===== src/hdl/nds_pkg.sv =====
`default_nettype none
package nds_pkg;

    localparam int DOME_POINTS     = 1024;
    localparam int COORD_FRAC_BITS = 14;

    localparam int ADDR_W  = $clog2(DOME_POINTS);
    localparam int COUNT_W = $clog2(DOME_POINTS + 1);
    localparam int COORD_W = 16;
    localparam int SIN_W   = COORD_FRAC_BITS + 1;     // 0 .. 2^F
    localparam int DIFF_W  = COORD_W + 1;
    localparam int SQ_W    = 2 * COORD_W;
    localparam int DIST_W  = SQ_W + 2;
    localparam int ANG_W   = 10;                      // angle + 90, below 720

    localparam logic [63:0] PI_Q30   = 64'd3373259426;
    localparam logic [63:0] HALF_Q30 = 64'd1 << 29;
    localparam logic signed [63:0] ONE_Q30 = 64'sd1 << 30;

    // register index codes
    localparam logic REG_POINTS_IN_USE = 1'b0;

    typedef logic [SIN_W-1:0] t_sin_tab [0:90];

    typedef struct packed {
        logic       neg;
        logic [6:0] idx;
    } t_fold;

    typedef struct packed {
        logic signed [COORD_W-1:0] x;
        logic signed [COORD_W-1:0] y;
        logic signed [COORD_W-1:0] z;
    } t_dir_vec;

    // sin(d deg) for d in 0..90: Q2.30 Taylor series, rounded to F fraction bits
    function automatic logic [63:0] sin_first_quadrant(input int d);
        logic [63:0]        x;
        logic [63:0]        x2;
        logic [63:0]        term;
        logic signed [63:0] acc;
        logic [63:0]        u;
        x    = (64'(d) * PI_Q30 + 64'd90) / 64'd180;
        x2   = (x * x + HALF_Q30) >> 30;
        term = x;
        acc  = $signed(x);
        term = ((term * x2 + HALF_Q30) >> 30) / 64'd6;
        acc  = acc - $signed(term);
        term = ((term * x2 + HALF_Q30) >> 30) / 64'd20;
        acc  = acc + $signed(term);
        term = ((term * x2 + HALF_Q30) >> 30) / 64'd42;
        acc  = acc - $signed(term);
        term = ((term * x2 + HALF_Q30) >> 30) / 64'd72;
        acc  = acc + $signed(term);
        term = ((term * x2 + HALF_Q30) >> 30) / 64'd110;
        acc  = acc - $signed(term);
        term = ((term * x2 + HALF_Q30) >> 30) / 64'd156;
        acc  = acc + $signed(term);
        term = ((term * x2 + HALF_Q30) >> 30) / 64'd210;
        acc  = acc - $signed(term);
        term = ((term * x2 + HALF_Q30) >> 30) / 64'd272;
        acc  = acc + $signed(term);
        if (acc < 0) begin
            acc = 0;
        end
        if (acc > ONE_Q30) begin
            acc = ONE_Q30;
        end
        u = acc;
        if (COORD_FRAC_BITS < 30) begin
            u = (u + (64'd1 << (29 - COORD_FRAC_BITS))) >> (30 - COORD_FRAC_BITS);
        end
        return u;
    endfunction

    function automatic t_sin_tab build_sin_tab();
        t_sin_tab    t;
        logic [63:0] v;
        for (int d = 0; d <= 90; d++) begin
            v    = sin_first_quadrant(d);
            t[d] = v[SIN_W-1:0];
        end
        return t;
    endfunction

    localparam t_sin_tab SIN_TAB = build_sin_tab();

    // reduce an angle below 720 modulo 360 and fold into the first quadrant
    function automatic t_fold fold_angle(input logic [ANG_W-1:0] a);
        logic [ANG_W-1:0] r;
        logic [ANG_W-1:0] i;
        t_fold            f;
        r = (a >= ANG_W'(360)) ? a - ANG_W'(360) : a;
        if (r <= ANG_W'(90)) begin
            i     = r;
            f.neg = 1'b0;
        end else if (r <= ANG_W'(180)) begin
            i     = ANG_W'(180) - r;
            f.neg = 1'b0;
        end else if (r <= ANG_W'(270)) begin
            i     = r - ANG_W'(180);
            f.neg = 1'b1;
        end else begin
            i     = ANG_W'(360) - r;
            f.neg = 1'b1;
        end
        f.idx = i[6:0];
        return f;
    endfunction

endpackage
`default_nettype wire


===== src/hdl/nds_dir_gen.sv =====
`default_nettype none
module nds_dir_gen (
    input  wire logic                  i_clk,
    input  wire logic                  i_rst_n,
    input  wire logic                  i_go,
    input  wire logic [6:0]            i_polar_deg,
    input  wire logic [8:0]            i_azimuth_deg,
    output logic                       o_vec_valid,
    output nds_pkg::t_dir_vec          o_vec
);
    import nds_pkg::*;

    t_fold f_sp, f_cp, f_sa, f_ca;

    logic             r_s1;
    logic             r_s2;
    logic [SIN_W-1:0] r_sp_m, r_cp_m, r_sa_m, r_ca_m;
    logic             r_sp_n, r_cp_n, r_sa_n, r_ca_n;
    t_dir_vec         r_vec;

    logic [2*SIN_W-1:0] p_x, p_y;
    logic [SIN_W-1:0]   m_x, m_y;

    // fold the four angles, then look up the magnitudes
    always_comb begin
        f_sp = fold_angle(ANG_W'(i_polar_deg));
        f_cp = fold_angle(ANG_W'(i_polar_deg) + ANG_W'(90));
        f_sa = fold_angle(ANG_W'(i_azimuth_deg));
        f_ca = fold_angle(ANG_W'(i_azimuth_deg) + ANG_W'(90));
    end

    // round half up on magnitudes, sign applied afterwards
    assign p_x = (2*SIN_W)'(r_ca_m) * (2*SIN_W)'(r_sp_m)
               + ((2*SIN_W)'(1) << (COORD_FRAC_BITS - 1));
    assign p_y = (2*SIN_W)'(r_sa_m) * (2*SIN_W)'(r_sp_m)
               + ((2*SIN_W)'(1) << (COORD_FRAC_BITS - 1));
    assign m_x = p_x[COORD_FRAC_BITS +: SIN_W];
    assign m_y = p_y[COORD_FRAC_BITS +: SIN_W];

    always_ff @(posedge i_clk) begin
        if (!i_rst_n) begin
            r_s1 <= 1'b0;
            r_s2 <= 1'b0;
        end else begin
            r_s1 <= i_go;
            r_s2 <= r_s1;
        end
    end

    always_ff @(posedge i_clk) begin
        if (i_go) begin
            r_sp_m <= SIN_TAB[f_sp.idx];
            r_cp_m <= SIN_TAB[f_cp.idx];
            r_sa_m <= SIN_TAB[f_sa.idx];
            r_ca_m <= SIN_TAB[f_ca.idx];
            r_sp_n <= f_sp.neg;
            r_cp_n <= f_cp.neg;
            r_sa_n <= f_sa.neg;
            r_ca_n <= f_ca.neg;
        end
        if (r_s1) begin
            r_vec.x <= (r_ca_n ^ r_sp_n) ? -$signed(COORD_W'(m_x)) : $signed(COORD_W'(m_x));
            r_vec.y <= (r_sa_n ^ r_sp_n) ? -$signed(COORD_W'(m_y)) : $signed(COORD_W'(m_y));
            r_vec.z <= r_cp_n ? -$signed(COORD_W'(r_cp_m)) : $signed(COORD_W'(r_cp_m));
        end
    end

    assign o_vec_valid = r_s2;
    assign o_vec       = r_vec;

endmodule
`default_nettype wire


===== config.mk =====
export PLATFORM = sky130hd
export DESIGN_NAME = nds_dir_gen
export DESIGN_NICKNAME = d
export VERILOG_FILES = /design/src/hdl/nds_pkg.sv /design/src/hdl/nds_dir_gen.sv
export SDC_FILE = /design/constraint.sdc
export NUM_CORES = 2
export LEC_CHECK = 0
export ABC_AREA = 1
export BUFFER_PORTS_ARGS = -buffer_cell sky130_fd_sc_hd__buf_2
export CORE_MARGIN = 1
export CORE_UTILIZATION = 26
export DETAILED_ROUTE_END_ITERATION = 12
export PLACE_DENSITY = 0.46
export SLEW_MARGIN = 25
export SYNTH_ARGS = -nofsm -noshare
export SYNTH_HDL_FRONTEND = slang
export SYNTH_SLANG_ARGS = --single-unit

===== constraint.sdc =====
create_clock -name i_clk -period 7.75 [get_ports i_clk]
set_clock_uncertainty 0.15 [all_clocks]
set_input_delay 0.3875 -clock i_clk [delete_from_list [all_inputs] [get_ports i_clk]]
set_output_delay 0.3875 -clock i_clk [all_outputs]
set_load 0.01 [all_outputs]

After elaboration in Yosys (flattened, before gate mapping)
Memories as Yosys holds them, arrays and structs flattened. A register that Yosys moved wholly into a read port is not among the register bits.
Index checks and enable logic that the tools add are counted.
{"block": "totals", "ff_bits": 53, "rom_bits": 7680, "inputBits": 19, "output_inout_bits": 49, "elab_cells": 73, "n_memories": 4}
{"name": "(name not given)", "words": 128, "word_bits": 15, "rd": 1, "rd_ports_with_merged_regs": 1, "wr": 0, "line": "nds_dir_gen.sv:55", "rtl": "r_ca_m <= SIN_TAB[f_ca.idx];"}
{"name": "(name not given)", "words": 128, "word_bits": 15, "rd": 1, "rd_ports_with_merged_regs": 1, "wr": 0, "line": "nds_dir_gen.sv:54", "rtl": "r_sa_m <= SIN_TAB[f_sa.idx];"}
{"name": "(name not given)", "words": 128, "word_bits": 15, "rd": 1, "rd_ports_with_merged_regs": 1, "wr": 0, "line": "nds_dir_gen.sv:53", "rtl": "r_cp_m <= SIN_TAB[f_cp.idx];"}
{"name": "(name not given)", "words": 128, "word_bits": 15, "rd": 1, "rd_ports_with_merged_regs": 1, "wr": 0, "line": "nds_dir_gen.sv:52", "rtl": "r_sp_m <= SIN_TAB[f_sp.idx];"}
{"block": "op_classes", "n_addsub": 20, "n_mul": 2, "magnitude_cmp": 13, "mux": 19, "bitwise_logic": 4}
{"cell": "two-way mux 7 bit", "count": 10}
{"cell": "adder 29 x 14 -> 29 bit, second input constant", "count": 2}
{"cell": "multiplier 15 x 15 -> 29 bit", "count": 2}
{"cell": "negator 15 -> 16 bit", "count": 3}
{"cell": "two-way mux 15 bit", "count": 3}
{"cell": "inverter 7 -> 8 bit", "count": 4}
{"cell": "<= comparator 10 x 7 -> 1 bit, second input constant", "count": 3}
{"cell": "<= comparator 10 x 8 -> 1 bit, second input constant", "count": 3}
{"cell": "<= comparator 10 x 9 -> 1 bit, second input constant", "count": 3}
{"cell": "two-way mux 10 bit", "count": 3}
{"cell": "subtractor 6 x 7 -> 7 bit, first input constant", "count": 4}
{"cell": "subtractor 7 x 6 -> 7 bit, second input constant", "count": 3}
{"cell": "subtractor 7 bit, first input constant", "count": 3}
{"cell": "adder 9 x 7 -> 10 bit, second input constant", "count": 1}
{"cell": ">= comparator 10 x 9 -> 1 bit, second input constant", "count": 1}
{"cell": "subtractor 10 x 9 -> 10 bit, second input constant", "count": 1}
{"cell": "subtractor 8 x 9 -> 10 bit, second input constant", "count": 1}
{"cell": "subtractor 9 x 9 -> 10 bit, second input constant", "count": 1}
{"cell": ">= comparator 8 x 9 -> 1 bit, second input constant", "count": 1}
{"cell": ">= comparator 9 bit, second input constant", "count": 1}
{"cell": "adder 7 x 7 -> 8 bit, second input constant", "count": 1}
{"cell": "<= comparator 7 bit, second input constant", "count": 1}
{"cell": "two-way mux 1 bit", "count": 3}

Longest topological paths before layout
{"block": "logic_depth", "word_depth": 8, "ltp_mapped": 34, "ltp_nobuf": 34}

Worst setup path before layout
OpenSTA, ideal clock, no wires.
{"block": "synth_path", "path_type": "register -> register", "startpoint": "register r_sp_m[0]", "endpoint": "register r_vec (netlist bit o_vec[45]) (data pin)", "setup_time_ps": 249, "t_arrival_ps": 6430, "required_time_ps": 7351, "path_slack_ps": 920, "path_stages_with_launch": 33, "n_path_buf": 2, "synth_period_minus_slack_ps": 6830, "path_cell_list": "edfxtp_1 > clkbuf_1 > buf_1 > nand2_1 > fa_1 > fa_1 > inv_1 > fa_1 > inv_1 > fa_1 > inv_1 > fa_1 > inv_1 > fa_1 > inv_1 > ha_1 > a21oi_1 > o21a_1 > o21bai_1 > a21o_1 > a21o_1 > a21boi_0 > o21ai_0 > nand2_1 > nand2_1 > xnor2_1 > nand4_1 > nor2_1 > nand2_1 > nand2_1 > nand2_1 > nand2_1 > inv_1"}
{"block": "synth_via", "elab_chain_len": 4}
{"item": "start, declared", "line": "nds_dir_gen.sv:17", "rtl": "logic [SIN_W-1:0] r_sp_m, r_cp_m, r_sa_m, r_ca_m;"}
{"item": "multiplier 15 x 15 -> 29 bit (*)", "line": "nds_dir_gen.sv:33", "rtl": "assign p_x = (2*SIN_W)'(r_ca_m) * (2*SIN_W)'(r_sp_m)"}
{"item": "adder 29 x 14 -> 29 bit (*)", "line": "nds_dir_gen.sv:34", "rtl": "+ ((2*SIN_W)'(1) << (COORD_FRAC_BITS - 1));"}
{"item": "negator 15 -> 16 bit", "line": "nds_dir_gen.sv:62", "rtl": "r_vec.x <= (r_ca_n ^ r_sp_n) ? -$signed(COORD_W'(m_x)) : $signed(COORD_W'(m_x));"}
{"item": "two-way mux 15 bit (*)", "line": "nds_dir_gen.sv:62"}
{"item": "end, declared", "line": "nds_dir_gen.sv:19", "rtl": "t_dir_vec r_vec;"}
Every way passes the cells marked *; elsewhere a longest branch is shown, timed or not.
A chain may end at the register's enable or synchronous reset.

Final worst setup path
{"block": "layout_path", "startpoint": "register r_sp_m[5]", "endpoint": "register r_vec (netlist bit o_vec[45]) (data pin)"}
Same word-level chain as after synthesis.

==> implementation parameters <==
Parameter                              Value

Placed design
  Port buffer count    67
  Half-perimeter wire length of the detailed placement result    67,200 um
  Weighted congestion reported at the end of routability-driven placement    a little over 0.9

Global routing
  Global routing usage on met3    ~1.4%
  Met2 GRT Util    a little over a quarter
  Most utilized layer in the global route result    met2
  Initial antenna violation count    1
  All-layer global routing usage    15.6%
  Aggregate global routing overflow    0
  Largest net degree at the start of global routing    65
  Met1 usage in global routing    21.7%
  First-pass GRT wire length    around 140,000 um
  Number of global-route vias before repair    24,800

Timing
  Slew margin rel.    about a third
  Unrepaired setup endpoints after global routing    false
  Max Clock Freq    around 140 MHz
  Setup TNS    0 ps
  Final max-slew violation count    0
  Transition time at the pin with the least slew margin    roughly 1000 ps
  Number of failing hold endpoints at the final stage    0
  Setup-failing EPs final    0
  Post-layout min period    approximately 7200 ps
  Fraction of the cycle the final worst path needs    slightly above 90%

Worst setup path
  Sort of element at the start of the critical path    flip-flop
  Arrival time at the worst endpoint    ~7300 ps
  CP Capture Type    flip-flop
  WP data required    between 7000 and 8000 ps
  RR Endpoint    o_vec[45]
  Start point of the critical path    r_sp_m[5]
  Critical setup path kind    flip-flop to flip-flop
  Crit path to    o_vec[45]
  Slowest cell on the critical path    edfxtp_1
  Flop-to-flop setup slack    ~520 ps
  Cell count of the worst reg-to-reg path    31
  Reg-to-Reg Start    r_sp_m[5]
  Largest fanout on the critical path    12
  Largest incremental delay on the critical path    570 ps
  Top cell by count, worst path    nand2_1

Clock network
  Maximum buffer depth of the clock tree    2
  CTS H-tree lvls    4
  Root buf cell    clkbuf_16
  Source-to-sink clock delay at the later pin of the worst-skew pair    460 ps
  Reg clk slew, reported paths    approximately 60 ps
  CTS sink count    between 100 and 150
  TritonCTS clock tree    yes
  CTS buffer count    17

Yosys
  Synth Area per Inst    7.05 um^2
  Primary flip-flop cell chosen by synthesis mapping    edfxtp_1
  FF+latch count, synth    roughly 110
  Share of the synthesized area in the top cell type    a little under a quarter
  Share of the yosys chip area belonging to registers    12.1%
  Most frequent cells after synthesis    nand2_1 (1,115), inv_1 (830), fa_1 (334)
  Number of distinct standard cells referenced by the synthesized netlist    between 60 and 70
  Count leader, synth    nand2_1
  Proportion of synthesized flip-flops having asynchronous set or reset    0%
  Post-synth EDFFs    around 110
  Cell type with the highest aggregate area in the netlist    fa_1
  Post-synthesis cell count    approximately 4,000
  Number of synthesis warnings    0
  Top post-synthesis cells by area    fa_1 (24%), nand2_1 (15%), ha_1 (12%), edfxtp_1 (12%), inv_1 (11%)
  Combined area of all synthesized cells    0.0279 mm^2
  Post-Synthesis Net Count    4,585

Cells and area
  Layout fillers    roughly 12,000
  Sequential cell area    about 0.0034 mm^2
  Area used by multi-input combinational logic    between 0.02 and 0.025 mm^2
  Layout overhead on the synthesized area    9.85%
  Layout cells sized above 1    7.44%
  Number of nets in the layout    4,612

Run status
  Result of the run    finished, final reports clean

Drt
  Starting DRT DRC Count    between 1,500 and 2,000
  Vias    between 20,000 and 30,000
  Total wire length    around 85,000 um
  Count of antenna-violating nets left after detailed routing    0
  Vias per inst    4.65
  DRC Markers    0
  First-pass iteration count of the detailed router    5
  Wire length per cell after detailed routing    around 16 um

Die
  Placement row count    ~120
  Width of the die    330 um
  Initial cell density of the core    around a quarter
  Die span in y    330 um
  Core footprint    around 0.11 mm^2
  Area of the die    roughly 0.11 mm^2
  I/O pin total    68

Hold path
  Worst min-delay path class    flip-flop to flip-flop

Flow run
  Number of maximum-capacitance violations    0
cell families (layout without fill, tap and decap cells):
group                      after synthesis  after routing  synth area share (%)
AOI/OAI and AO/OA                      488            488                  10.2
buffers and inverters                 1015           1055                  14.0
and+or+nand+nor                       1653           1653                  24.9
adders and majority gates              601            601                  35.9
DFF                                    113            113                  12.1
xor gates and xnor gates                95             95                  3.06
other                                    0              1                     0
layer usage:
| metal | wire [um] | vias up |
|---|---|---|
| li1 | - | 12300 |
| met1 | 39300 | 12100 |
| met2 | 40400 | 653 |
| met3 | 4110 | 71 |
| met4 | 1100 | 0 |
| met5 | 0 | - |
worst max-delay path: cells and delay by family, from the launching register on:
family	cells	cell delay, ps
AO/OA/AOI/OAI	7	1280
XOR/XNOR	1	290
adder cells (fa/ha/maj)	7	3290
buffers and inverters	7	570
flip-flops	1	570
AND/OR/NAND/NOR	9	870
how the worst min path moves through the flow:
stage	slack (ps)	cells after the start	from	end
5_1_grt	370	0	r_cp_m[0]	o_vec[0]
3_3_place_gp	340	0	r_cp_m[0]	o_vec[0]
6_report	360	0	r_cp_m[0]	o_vec[0]
2_1_floorplan	300	0	r_cp_m[0]	o_vec[0]
4_1_cts	370	0	r_cp_m[0]	o_vec[0]
3_5_place_dp	350	0	r_cp_m[0]	o_vec[0]
final cells by class:
| type | instances | area share, % |
|---|---|---|
| diodes | 1 | 0.00815 |
| clock buffers | 17 | 1.39 |
| clock inverters | 15 | 0.567 |
| inverters | 864 | 10.6 |
| multi-input cells | 2837 | 67.4 |
| flip-flops and latches | 113 | 11.0 |
| well taps | 1391 | 5.67 |
| repair buffers | 159 | 3.43 |
state kept, by name, summed over array words and instances (netlist names):
signal,count
r_ca_m,15
o_vec,48
r_sp_m,15
r_cp_m,15
r_ca_n,1
o_vec_valid,1
r_s1,1
r_sa_n,1
r_cp_n,1
r_sa_m,15
layout by cell type (no fill, tap or decap), types with 5 or more instances in the layout:
cell type and instances:
a31oi_1 17, nand2_1 1115, xor2_1 49, nor3_1 27, nand2_2 34, o22ai_1 11, inv_1 830, o21bai_1 5
edfxtp_1 111, o21ai_0 162, o31ai_1 9, nand2_4 11, a21o_1 5, nand3b_1 5, o311ai_0 8, a211oi_1 7
o21ai_1 30, nor2_2 5, nand3_1 200, o211ai_1 32, inv_2 25, buf_4 89, nor2_1 194, o32ai_1 5
clkinv_1 9, buf_2 67, clkbuf_16 17, nand4_1 28, nand3_2 9, fa_1 334, o2111ai_1 7, xnor2_1 42
o21a_1 9, o221ai_1 5, ha_1 267, a21oi_1 153
per-stage QoR:
stage / hold slack (ps) / std cells / area, um^2 / setup slack [ps] / utilization (%)
global placement: 339 / 5355 / 30000 / 341 / 28.3
detailed placement: 348 / 5355 / 30000 / 306 / 28.3
finish: 356 / 5397 / 30700 / 516 / 29.0
floorplan: 302 / 3965 / 27900 / 920 / -
CTS: 366 / 5388 / 30600 / 307 / 28.9
global route: 373 / 5396 / 30700 / 12.6 / 29.0
timing repair:
item	CTS	global route
setup buffers	0	8
hold buffers	1	0
endpoints found under the setup margin	0	2
gates resized for setup	0	1
endpoints found under the hold margin	2	0
Power is left out: the tool's default activity adds up to more than one toggle a clock period on the data nets, which glitch-free logic cannot reach.
